**config.mk**
```make
export PLATFORM = sky130hd
export DESIGN_NAME = ctcw_front
export DESIGN_NICKNAME = d
export VERILOG_FILES = /design/src/hdl/ctcw_pkg.sv /design/src/hdl/ctcw_front.sv
export SDC_FILE = /design/constraint.sdc
export NUM_CORES = 1
export LEC_CHECK = 0
export ABC_CLOCK_PERIOD_IN_PS = 1770
export BUFFER_PORTS_ARGS = -buffer_cell sky130_fd_sc_hd__clkbuf_2
export CORE_ASPECT_RATIO = 1.2
export CORE_MARGIN = 2
export CORE_UTILIZATION = 46
export DETAILED_ROUTE_END_ITERATION = 16
export PLACE_DENSITY = 0.74
export RECOVER_POWER = 100
export SYNTH_ARGS = -nofsm -noshare
export SYNTH_HDL_FRONTEND = slang
export SYNTH_SLANG_ARGS = --single-unit
```
**constraint.sdc**
```tcl
create_clock -name aclk -period 1.77 [get_ports aclk]
set_input_delay 0.2655 -clock aclk [delete_from_list [all_inputs] [get_ports aclk]]
set_output_delay 0.2655 -clock aclk [all_outputs]
set_load 0.005 [all_outputs]
```
**src/hdl/ctcw_pkg.sv**
```systemverilog
// Shared types and constants for the text console cell writer.
// No dependencies; imported by every module of the block but ctcw_ram.
`default_nettype none

package ctcw_pkg;

    localparam int MAX_COLS_DEF = 128;
    localparam int MAX_ROWS_DEF = 64;
    localparam int TAB_STOP_DEF = 4;

    localparam logic [1:0] OP_PUT   = 2'd0;
    localparam logic [1:0] OP_CLEAR = 2'd1;
    localparam logic [1:0] OP_READ  = 2'd2;

    localparam logic [1:0] CFG_ENABLE = 2'd0;
    localparam logic [1:0] CFG_COLS   = 2'd1;
    localparam logic [1:0] CFG_ROWS   = 2'd2;

    localparam logic [7:0] CH_BS    = 8'h08;
    localparam logic [7:0] CH_TAB   = 8'h09;
    localparam logic [7:0] CH_LF    = 8'h0A;
    localparam logic [7:0] CH_CR    = 8'h0D;
    localparam logic [7:0] CH_SPACE = 8'h20;

    localparam logic       ENABLE_RESET = 1'b1;
    localparam logic [7:0] COLS_RESET   = 8'd64;
    localparam logic [6:0] ROWS_RESET   = 7'd48;

    typedef struct packed {
        logic [1:0] operation;
        logic [7:0] char_code;
        logic [5:0] read_row;
        logic [6:0] read_col;
    } in_item_t;

    typedef struct packed {
        logic [5:0]  cursor_row;
        logic [6:0]  cursor_col;
        logic [7:0]  cell_char;
        logic [63:0] update_count;
    } out_item_t;

    typedef enum logic [3:0] {
        CMD_PRINT,
        CMD_NEWLINE,
        CMD_CR,
        CMD_TAB,
        CMD_BS,
        CMD_COUNT,
        CMD_CLEAR,
        CMD_READ,
        CMD_NOP
    } cmd_kind_t;

    typedef struct packed {
        cmd_kind_t  kind;
        logic [7:0] char_code;
        logic [5:0] read_row;
        logic [6:0] read_col;
    } cmd_t;

    typedef enum logic [3:0] {
        ST_INIT,
        ST_IDLE,
        ST_TAB,
        ST_READ_WAIT,
        ST_SCROLL,
        ST_SCROLL_END,
        ST_BLANK,
        ST_CLEAR,
        ST_RESULT
    } back_state_t;

endpackage

`default_nettype wire

```
**src/hdl/ctcw_front.sv**
```systemverilog
// Front end: accepts input transactions, classifies them into commands
// and holds them in a two-entry queue. Depends on ctcw_pkg.
`default_nettype none

module ctcw_front import ctcw_pkg::*; (
    input  wire logic     aclk,
    input  wire logic     aresetn,
    input  wire logic     enable,
    input  wire logic     busy,
    input  wire logic     s_valid,
    output logic          s_ready,
    input  wire in_item_t s_data,
    output logic          cmd_valid,
    output cmd_t          cmd,
    input  wire logic     cmd_pop
);

    cmd_t       q_reg [2];
    logic       wr_ptr_reg, wr_ptr_next;
    logic       rd_ptr_reg, rd_ptr_next;
    logic [1:0] fill_reg, fill_next;
    cmd_t       cls;
    logic       push;

    always_comb begin
        cls.char_code = s_data.char_code;
        cls.read_row  = s_data.read_row;
        cls.read_col  = s_data.read_col;
        cls.kind      = CMD_NOP;
        case (s_data.operation)
            OP_PUT: begin
                if (enable) begin
                    case (s_data.char_code)
                        CH_LF:   cls.kind = CMD_NEWLINE;
                        CH_CR:   cls.kind = CMD_CR;
                        CH_TAB:  cls.kind = CMD_TAB;
                        CH_BS:   cls.kind = CMD_BS;
                        default: cls.kind = (s_data.char_code < CH_SPACE) ? CMD_COUNT
                                                                            : CMD_PRINT;
                    endcase
                end
            end
            OP_CLEAR: cls.kind = enable ? CMD_CLEAR : CMD_NOP;
            OP_READ:  cls.kind = CMD_READ;
            default:  cls.kind = CMD_NOP;
        endcase
    end

    assign s_ready   = (fill_reg != 2'd2) && !busy;
    assign push      = s_valid && s_ready;
    assign cmd_valid = (fill_reg != 2'd0);
    assign cmd       = q_reg[rd_ptr_reg];

    always_comb begin
        wr_ptr_next = push ? !wr_ptr_reg : wr_ptr_reg;
        rd_ptr_next = cmd_pop ? !rd_ptr_reg : rd_ptr_reg;
        fill_next   = fill_reg + 2'(push) - 2'(cmd_pop);
    end

    always_ff @(posedge aclk) begin
        if (!aresetn) begin
            wr_ptr_reg <= 1'b0;
            rd_ptr_reg <= 1'b0;
            fill_reg   <= 2'd0;
        end else begin
            wr_ptr_reg <= wr_ptr_next;
            rd_ptr_reg <= rd_ptr_next;
            fill_reg   <= fill_next;
        end
    end

    always_ff @(posedge aclk) begin
        if (push) begin
            q_reg[wr_ptr_reg] <= cls;
        end
    end

endmodule

`default_nettype wire

```
# Word-level counts from Yosys, hierarchy flattened
# Memories as Yosys holds them, arrays and structs flattened. A register that Yosys moved wholly into a read port is not among the register bits.
# Cells that the tools add are included.
# op_classes
n_mux	9
addsub	2
n_shift	0
div	0
n_reduce_logical	7
n_bitwise	0
n_lt_le_gt_ge	1
multipliers	0
eq_ne	7
# ops
operator	n
8-bit by 4-bit == test with 1-bit output, second input constant	4
3-bit one-hot mux with 4 select lines	1
4-bit one-hot mux with 3 select lines	1
8-bit by 6-bit < comparator with 1-bit output, second input constant	1
4-bit 2-to-1 mux	2
1-bit 2-to-1 mux	4
1-bit logical NOT	3
3-bit 2-to-1 mux	1
2-bit by 1-bit adder with 2-bit output	1
2-bit by 1-bit == test with 1-bit output, second input constant	1
2-bit == test, second input constant	1
1-bit logical AND	2
2-bit logical NOT	1
2-bit inequality test, second input constant	1
2-bit nonzero test	1
2-bit by 1-bit subtractor with 2-bit output	1
# totals
inputBits	29
ramBits	50
rom_bits	0
output_inout_bits	27
reg_bits	4
mem_count	1
latch_bits	0
wordCells	30
# mem_list
memory	words	word_bits	read_ports	rd_clocked_by_memory_dff	wr	line	source
q_reg	2	25	1	1	1	ctcw_front.sv:18	cmd_t q_reg [2];

# Depth between registers and ports, before layout
# Gate-level depths: netlist (run 1).
# depth
ltp_word	5
mapped_depth	8
depth_no_buf	8

# Worst setup path before layout (run 1)
# Ideal clock, no wire load.
# synth_path
path_type	register to register
start	register fill_reg[1]
end	memory q_reg[0][0] in the netlist's numbering (enable)
setup_ns	0.380
path_slack_ns	0.009
period_less_slack_ns	1.761
path_stages_with_launch	4
n_path_buf	0
required_ns	1.390
t_arrival_ns	1.382
path_cell_list	dfxtp_1 > nor2b_1 > or4_1 > inv_1
# synth_via
elab_chain_cells	5
# synth_rtl
element	line	source
start: declaration	ctcw_front.sv:21	logic [1:0] fill_reg, fill_next;
start signal: assignment	ctcw_front.sv:68	fill_reg <= fill_next;
2-bit inequality test	ctcw_front.sv:49	assign s_ready = (fill_reg != 2'd2) && !busy;
1-bit logical AND	ctcw_front.sv:49	
1-bit logical AND	ctcw_front.sv:50	assign push = s_valid && s_ready;
1-bit 2-to-1 mux	ctcw_front.sv:73	if (push) begin
1-bit 2-to-1 mux (not written as such)	ctcw_front.sv:74	q_reg[wr_ptr_reg] <= cls;
end: declaration	ctcw_front.sv:18	
# Every way passes these cells.

# Worst setup path after layout (run 1)
# layout_path
start	register fill_reg[1]
end	register fill_reg[1]
# layout_via
elab_chain_cells	5
# layout_rtl
element	line	source
2-bit inequality test	ctcw_front.sv:49	
1-bit logical AND	ctcw_front.sv:49	
1-bit logical AND	ctcw_front.sv:50	
2-bit by 1-bit adder with 2-bit output (*)	ctcw_front.sv:57	fill_next = fill_reg + 2'(push) - 2'(cmd_pop);
2-bit by 1-bit subtractor with 2-bit output (*)	ctcw_front.sv:57	
# Every way passes the cells marked *; elsewhere a longest branch is shown, timed or not.
# A chain may end at the register's enable or synchronous reset.

==> flow_summary.yaml, run 1 <==
run_status:
  outcome: "completed"
timing:
  rsz0062_at_grt: "yes"
  final-max-slew-violation-count: 0
  skew_ps: 4.63
  finalSetupViolCount: 0
  worstMarginPinSlew_ps: 651
  fmax_ghz: 0.570
  hold_viol_final: 0
  period_needed_ps: 1750
  period_share_pct: 99.1
  slew_headroom_pct: 56.6
  whs_ps: 149
  final.setup.tns_ps: 0
floorplanning:
  die_area_um2: 5230
  rows: 27
  die_height_um: 78.8
  die_w_um: 66.3
  core_area_um2: 4530
  io_pins: 56
  start_util_pct: 47.4
clock_network:
  h-tree-depth: 2
  cts_tree: "done"
  cts-buffers-inserted: 5
  clock_path_buffers: 2
  cts_root_buf: "clkbuf_8"
  clk_latency_ps: 300
  cts_num_sinks: 55
  path_clk_slew_ps: 90
placement:
  io_buffers: 55
  dp_hpwl_mm: 2.70
  place.gp.congestion: 0.725
grt:
  grt_start_max_net_pins: 26
  grt_pass1_wl_mm: 5.82
  antenna_found_initial: 0
  grtUsageTotal_pct: 15.2
  first_global_vias: 1269
  grt-ovfl-total: 0
setup_path:
  crit_required_ps: 1990
  cp_cell_sequence: "nor2b_4 > or3_1 > ha_1 > inv_1 > ha_2 > xor2_2 > and2_1 > nor3_1"
  cp_top_family: "simple AND/OR/NAND/NOR gates"
  critPathSlowestCell: "dfxtp_2"
  crit_arrival_ps: 1970
  end_kind: "flip-flop"
  cp_num_buf_inv: 1
  timing_worst_setup_path_type: "reg -> reg"
  max_stage_delay_ps: 330
  start_kind: "flip-flop"
  critPathMaxFanout: 4
route:
  ant_nets: 0
  routed_wirelength_mm: 3.73
  drt_iter0_drc: 67
  met3_length_um: 176
  wl_met1_mm: 1.37
  drc: 0
  drtPass1Iterations: 4
  routed.top_layer: "met4"
  routed-wl-met2_mm: 2.11
  vias: 1216
  drt-wirelength-per-cell_um: 15.3
  vias_per_cell: 4.98
job:
  max_cap_viol_count: 0
logic_synthesis:
  avgSynthCellArea_um2: 17.9
  seq_area_frac_synth_pct: 74.7
  synthesis.area_um2: 2140
  synth_seq_cells: 55
  syn-num-nets: 151
  ys_warn_count: 0
  synthFlopType: "edfxtp_1"
  postSynthCellCount: 120
  postSynth.asyncResetShare_pct: 0
  synth_edf_count: 50
  ys_types: 29
hold_path:
  hold_class: "in -> reg"
cells_and_area:
  layout-drive-gt1-share_pct: 37.1
  layout.nets: 216
  syn2layout_area_growth_pct: 19.8
  n_antenna_cell: 0
  largest_reg_flops: 50
power_and_ir_drop:
  p_seq_share_pct: 61.0
  switching_share_pct: 22.3
  p_int_uw: 1930
  combPwrFrac_pct: 12.9
  leakagePower_uw: 0.000913
  power.density_nw_per_um2: 966
  peakVddDrop_uv: 551
  p_sw_uw: 552
  clock_power_share_pct: 26.1
## power by group through the flow
stage	combinational (uW)	sequential [uW]	clock, uW
2_1_floorplan	178	1530	0
3_3_place_gp	314	1530	0
3_5_place_dp	331	1540	0
4_1_cts	350	1510	668
5_1_grt	354	1520	722
6_report	320	1510	649
## cells in the mapped netlist (2+ instances only)
| cell | instances | area, um2 |
|---|---|---|
| or3_1 | 2 | 12.5 |
| edfxtp_1 | 50 | 1500 |
| nor2_1 | 4 | 15.0 |
| inv_1 | 5 | 18.8 |
| nand2b_1 | 2 | 12.5 |
| buf_2 | 2 | 10.0 |
| dfxtp_1 | 5 | 100 |
| mux2_2 | 26 | 293 |
| xor2_1 | 2 | 17.5 |
| ha_1 | 2 | 25.0 |
| and2_1 | 2 | 12.5 |
## what timing repair did
action | CTS | global route
endpoints found under the hold margin | 0 | 0
hold buffers | 0 | 0
endpoints found under the setup margin | 1 | 1
resized for setup | 6 | 0
buffers inserted | 1 | 0
## final timing paths
kind	from	endpoint	slack, ps	cells after the start
setup / recovery	fill_reg[1]$_SDFF_PN0_	fill_reg[1]$_SDFF_PN0_	20	8
hold / removal	s_data[9]	q_reg[0][9]$_DFFE_PP_	150	1
setup reg to reg	fill_reg[1]$_SDFF_PN0_	fill_reg[1]$_SDFF_PN0_	20	8
hold reg to reg	wr_ptr_reg$_SDFFE_PN0P_	wr_ptr_reg$_SDFFE_PN0P_	510	2
## worst reg2reg max path: stages (launching register included)
cell and delay [ps]:
dfxtp_2 330, nor2b_4 120, or3_1 310, ha_1 280, inv_1 40, ha_2 170
xor2_2 150, and2_1 160, nor3_1 120
## cell families (layout without fill, tap and decap cells)
group                      after synthesis  after routing  synth area share [%]
muxes                                   26             26                  13.7
xor gates and xnor gates                 3              3                  1.23
AOI/OAI and AO/OA                        7              7                  2.22
adders and majority gates                2              2                  1.17
DFF                                     55             55                  74.7
and+or+nand+nor                         19             19                  5.54
buffers and inverters                    8             74                  1.52
## per-layer routing
metal | global-route usage (%) | vias up
met5 | 0 | -
met4 | 7.35 | 0
met3 | 3.26 | 7
met2 | 27.6 | 29
met1 | 16.4 | 593
li1 | - | 587
## area by class of cell
| cell class | instances | area, um2 |
|---|---|---|
| Clock buffer | 7 | 76.3 |
| Inverter | 5 | 18.8 |
| Fill cell | 402 | 1960 |
| Clock inverter | 1 | 5.00 |
| Sequential cell | 55 | 1600 |
| Multi-Input combinational cell | 57 | 523 |
| Tap cell | 58 | 72.6 |
| Timing Repair Buffer | 61 | 270 |
## metrics by stage
stage | std cells | util [%] | setup slack [ps] | total power (uW) | area (um2)
final | 244 | 56.8 | 16.6 | 2480 | 2570
after CTS | 244 | 58.3 | 9.04 | 2530 | 2640
after global routing | 244 | 56.8 | -44.9 | 2590 | 2570
after detailed placement | 235 | 55.9 | -29.1 | 1870 | 2530
after global placement | 235 | 55.9 | 61.0 | 1850 | 2530
after floorplan | 120 | - | 8.57 | 1710 | 2140
## layout by cell type (no fill, tap or decap), types with 2 or more instances in the layout
| master | count |
|---|---|
| inv_1 | 5 |
| clkbuf_8 | 5 |
| dfxtp_1 | 3 |
| nand2b_1 | 2 |
| or3_1 | 3 |
| clkbuf_1 | 34 |
| clkbuf_2 | 27 |
| mux2_2 | 26 |
| dfxtp_2 | 2 |
| and2_1 | 2 |
| nor2_1 | 4 |
| edfxtp_1 | 50 |
(Power assumes the default switching activity.)
==> run 2: changes to the inputs <==
--- a/config.mk
+++ b/config.mk
@@ -7,11 +7,11 @@
 export LEC_CHECK = 0
 export ABC_CLOCK_PERIOD_IN_PS = 1770
 export BUFFER_PORTS_ARGS = -buffer_cell sky130_fd_sc_hd__clkbuf_2
-export CORE_ASPECT_RATIO = 1.2
+export CORE_ASPECT_RATIO = 1.5
 export CORE_MARGIN = 2
 export CORE_UTILIZATION = 46
 export DETAILED_ROUTE_END_ITERATION = 16
-export PLACE_DENSITY = 0.74
+export PLACE_DENSITY = 0.83
 export RECOVER_POWER = 100
 export SYNTH_ARGS = -nofsm -noshare
 export SYNTH_HDL_FRONTEND = slang
==> run 2 against run 1 <==
  * Clock skew decreased by 0.66 ps
  * Clock-buffer cell count unchanged
  * Combinational power decreased by 1%
  * Cell area increased by 0.24%
  * Sequential power about the same
  * Via count increased by 0.82%
  * Die area increased by 0.17%
  * Critical path type unchanged
  * Critical endpoint unchanged
  * Largest cell class unchanged
  * Largest power group unchanged
==> flow_summary.yaml, run 2 (same netlist as run 1, synthesis figures left out) <==
floorplanning:
  die_height_um: 87.6
  die_area_um2: 5240
  core_area_um2: 4500
  die_w_um: 59.8
  io_pins: 56
  rows: 30
  start_util_pct: 47.6
job:
  max_cap_viol_count: 0
route:
  routed_wirelength_mm: 3.57
  drt-wirelength-per-cell_um: 15.3
  vias_per_cell: 5.24
  drt_iter0_drc: 31
  vias: 1226
  ant_nets: 0
  drtPass1Iterations: 4
  drc: 0
clock_network:
  clk_latency_ps: 290
  cts_num_sinks: 55
  cts_root_buf: "clkbuf_8"
  clock_path_buffers: 2
  h-tree-depth: 2
  cts_tree: "done"
  path_clk_slew_ps: 90
  cts-buffers-inserted: 5
  cts_hold_buffers: 0
placement:
  dp_slack_ps: -28.2
  dp.cells: 225
  place.gp.congestion: 0.679
  dp_hpwl_mm: 2.59
  io_buffers: 55
power_and_ir_drop:
  leakagePower_uw: 0.000933
  peakVddDrop_uv: 544
  power.density_nw_per_um2: 988
setup_path:
  critPathMaxFanout: 4
  crit_path_frequent_cell: "ha_1"
  crit_required_ps: 1990
  start_kind: "flip-flop"
  r2r-start: "fill_reg[1]$_SDFF_PN0_"
  cp_top_family: "simple AND/OR/NAND/NOR gates"
  cp_num_buf_inv: 1
  cp_cell_sequence: "nor2b_4 > or3_1 > ha_1 > inv_1 > ha_1 > xor2_1 > and2_1 > nor3_2"
  end_kind: "flip-flop"
  startpoint: "fill_reg[1]$_SDFF_PN0_"
  timing_worst_setup_path_type: "reg -> reg"
  critPathSlowestCell: "dfxtp_2"
  max_stage_delay_ps: 330
  regToRegSetupSlack_ps: 20
  crit_arrival_ps: 1970
hold_path:
  hold_start: "s_data[1]"
  hold_class: "in -> reg"
timing:
  period_share_pct: 98.8
  whs_ps: 153
  setup_ws_ps: 21.4
  slew_headroom_pct: 56.2
  hold_viol_final: 0
  worstMarginPinSlew_ps: 657
  finalSetupViolCount: 0
  rsz0062_at_grt: "yes"
  final-max-slew-violation-count: 0
  period_needed_ps: 1750
  final.setup.tns_ps: 0
  fmax_ghz: 0.572
  skew_ps: 3.97
grt:
  first_global_vias: 1283
  antenna_found_initial: 0
  grtUsageTotal_pct: 14.9
  grt_start_max_net_pins: 26
  grt_pass1_wl_mm: 5.64
  grt-ovfl-total: 0
cells_and_area:
  layout-drive-gt1-share_pct: 39.2
  final_cell_mix: "50 x edfxtp_1, 30 x clkbuf_2, 28 x clkbuf_1, 26 x mux2_2, 7 x clkbuf_8"
  stdcell_count: 234
  syn2layout_area_growth_pct: 20.1
  largest_reg_flops: 50
  fin_util_pct: 57.2
  mostFrequentLayoutCell: "edfxtp_1"
  layout.nets: 216
  n_antenna_cell: 0
run_status:
  outcome: "completed"
-- run 2: report_power, final --
| part | internal (uW) | switching, uW | leakage [uW] |
|---|---|---|---|
| logic | 159 | 157 | 0.000382 |
| registers | 1490 | 20.3 | 0.000500 |
| clock network | 356 | 361 | 0.0000505 |
-- run 2: worst paths after layout --
kind,end,cells after the start
max reg2reg,fill_reg[1]$_SDFF_PN0_,8
max,fill_reg[1]$_SDFF_PN0_,8
min,q_reg[1][1]$_DFFE_PP_,1
min reg2reg,wr_ptr_reg$_SDFFE_PN0P_,2
-- run 2: what timing repair did --
item / CTS / global route
cloned: 0 / 0
resized for setup: 4 / 1
setup endpoints to repair: 1 / 1
setup buffers: 1 / 0
pin swaps: 0 / 0
-- run 2: cell type report --
type                    count  area (um2)
well taps                  48        60.1
fillers                   391        1930
flip-flops and latches     55        1600
clock buffers               7        96.3
multi-input cells          57         518
clock inverters             1        7.51
inverters                   5        18.8
repair buffers             61         272
-- run 2: metrics by stage --
| stage | instance area (um2) | total power, uW |
|---|---|---|
| after floorplan | 2140 | 1710 |
| after global placement | 2540 | 1860 |
| after detailed placement | 2540 | 1880 |
| after CTS | 2670 | 2610 |
| after global routing | 2580 | 2660 |
| final | 2580 | 2540 |
-- run 2: metal layers --
metal	routed length, um	GRT usage [%]
met1	1320	15.7
met2	2000	27.7
met3	221	4.14
met4	23	5.05
met5	0	0
==> run 3: changes to the inputs <==
--- a/config.mk
+++ b/config.mk
@@ -7,12 +7,12 @@
 export LEC_CHECK = 0
 export ABC_CLOCK_PERIOD_IN_PS = 1770
 export BUFFER_PORTS_ARGS = -buffer_cell sky130_fd_sc_hd__clkbuf_2
-export CORE_ASPECT_RATIO = 1.5
 export CORE_MARGIN = 2
 export CORE_UTILIZATION = 46
 export DETAILED_ROUTE_END_ITERATION = 16
 export PLACE_DENSITY = 0.83
 export RECOVER_POWER = 100
+export SLEW_MARGIN = 15
 export SYNTH_ARGS = -nofsm -noshare
 export SYNTH_HDL_FRONTEND = slang
 export SYNTH_SLANG_ARGS = --single-unit
==> run 3 against run 2 <==
  * The flow now finishes with violations (setup timing)
  * Clock power increased by 9.5%
  * Sequential cell count unchanged
  * Critical path depth unchanged
  * Worst setup slack got worse by 84 ps
  * Maximum frequency decreased by 4.6%
  * Non-clock buffer count unchanged
  * Cell area increased by 0.49%
  * Largest cell class unchanged
==> flow_summary.yaml, run 3 (same netlist as run 1, synthesis figures left out) <==
cells_and_area:
  layout-drive-gt1-share_pct: 37.1
  syn2layout_area_growth_pct: 20.7
  finalInstanceArea_um2: 2590
  largest_reg_flops: 50
  n_antenna_cell: 0
  stdcell_count: 238
  layout.nets: 216
  mostFrequentLayoutCell: "edfxtp_1"
  final_cell_mix: "50 x edfxtp_1, 32 x clkbuf_1, 26 x mux2_2, 24 x clkbuf_2, 6 x clkbuf_8"
  nFillCells: 391
hold_path:
  hold_start: "s_data[7]"
  min_to: "q_reg[1][7]$_DFFE_PP_"
  min_path_cells: 1
  hold_class: "in -> reg"
grt:
  first_global_vias: 1353
  grtUsageTotal_pct: 15.8
  antenna_found_initial: 0
  use_met3_pct: 4.03
  grt_start_max_net_pins: 26
  use_met1_pct: 17.0
  top_usage_layer: "met2"
  use_met2_pct: 28.6
  grt_pass1_wl_mm: 6.06
  grt-ovfl-total: 0
timing:
  final-max-slew-violation-count: 0
  period_needed_ps: 1830
  skew_ps: 9.45
  worstMarginPinSlew_ps: 414
  rsz0062_at_grt: "yes"
  final.setup.tns_ps: -63.1
  whs_ps: 142
  slew_headroom_pct: 72.0
  fmax_ghz: 0.546
  finalSetupViolCount: 1
  hold_viol_final: 0
  setup_ws_ps: -63.1
  period_share_pct: 104
setup_path:
  crit_arrival_ps: 2060
  critPathMaxFanout: 4
  timing_worst_setup_path_type: "reg -> reg"
  r2r_cells: 8
  startpoint: "fill_reg[1]$_SDFF_PN0_"
  cp_top_family: "simple AND/OR/NAND/NOR gates"
  start_kind: "flip-flop"
  timing.rr.end: "fill_reg[1]$_SDFF_PN0_"
  cp_num_buf_inv: 1
  max_stage_delay_ps: 330
  end_kind: "flip-flop"
  critPathSlowestCell: "dfxtp_2"
  regToRegSetupSlack_ps: -60
  r2r-start: "fill_reg[1]$_SDFF_PN0_"
  cp_cell_sequence: "nor2b_2 > or3_1 > ha_1 > inv_1 > ha_2 > xor2_1 > nor2_1 > nor3_2"
  crit_required_ps: 2000
placement:
  dp_slack_ps: -97.5
  dp_hpwl_mm: 2.79
  io_buffers: 55
  place.gp.congestion: 0.687
  dp.cells: 229
  dpl_cell_area_um2: 2520
clock_network:
  clk_latency_ps: 310
  clock_path_buffers: 2
  path_clk_slew_ps: 90
  cts_num_sinks: 55
  cts_tree: "done"
  h-tree-depth: 2
  cts_hold_buffers: 0
  cts-buffers-inserted: 5
  cts_root_buf: "clkbuf_8"
floorplanning:
  die_height_um: 72.3
  start_util_pct: 48.6
  io_pins: 56
  die_w_um: 72.3
  rows: 24
  core_area_um2: 4410
  die_area_um2: 5220
power_and_ir_drop:
  combPwrFrac_pct: 12.2
  switching_share_pct: 21.7
  leakagePower_uw: 0.000926
  peakVddDrop_uv: 657
  p_seq_share_pct: 57.7
  clock_power_share_pct: 30.0
  p_sw_uw: 566
  p_int_uw: 2050
  power.density_nw_per_um2: 1010
route:
  drt-wirelength-per-cell_um: 15.9
  routed_wirelength_mm: 3.78
  vias_per_cell: 5.14
  vias: 1224
  ant_nets: 0
  drt_iter0_drc: 103
  drc: 0
  drtPass1Iterations: 4
run_status:
  violations: "setup timing"
  outcome: "complete, but fails checks"
job:
  max_cap_viol_count: 0
## run 3: cell type report
type,count,area [um2],area share [%]
Sequential cell,55,1600,61.9
Multi-Input combinational cell,57,515,19.9
Timing Repair Buffer,61,274,10.6
Clock buffer,7,108,4.16
Tap cell,52,65.1,2.51
Inverter,5,18.8,0.725
Clock inverter,1,5.00,0.193
## run 3: how the worst max path moves through the flow
stage / endpoint / slack (ps) / depth (start not counted)
after global placement: fill_reg[1]$_SDFF_PN0_ / 60 / 8
final: fill_reg[1]$_SDFF_PN0_ / -60 / 8
after CTS: fill_reg[1]$_SDFF_PN0_ / -60 / 8
after global routing: fill_reg[1]$_SDFF_PN0_ / -110 / 8
after detailed placement: fill_reg[1]$_SDFF_PN0_ / -100 / 8
after floorplan: q_reg[0][0]$_DFFE_PP_ / 9 / 3
## run 3: what timing repair did
item,4_1_cts,5_1_grt
buffers inserted,1,0
endpoints found under the setup margin,1,1
resized for setup,4,0
## run 3: per-stage QoR
step                      total power, uW  utilization, %
after global routing                 2740            58.6
after CTS                            2660            60.1
after detailed placement             1870            57.1
final                                2620            58.6
after floorplan                      1710               -
after global placement               1850            57.1
## run 3: metal layers
layer / vias up / part of all wire, %
met3: 6 / 4.7
li1: 587 / -
met2: 34 / 55
met4: 0 / 1.6
met1: 597 / 39
met5: - / 0
## run 3: power groups by stage
| stage | logic (uW) | registers, uW | clock network [uW] |
|---|---|---|---|
| after floorplan | 178 | 1530 | 0 |
| after global placement | 314 | 1530 | 0 |
| after detailed placement | 333 | 1540 | 0 |
| after CTS | 347 | 1510 | 805 |
| after global routing | 353 | 1520 | 868 |
| final | 320 | 1510 | 785 |
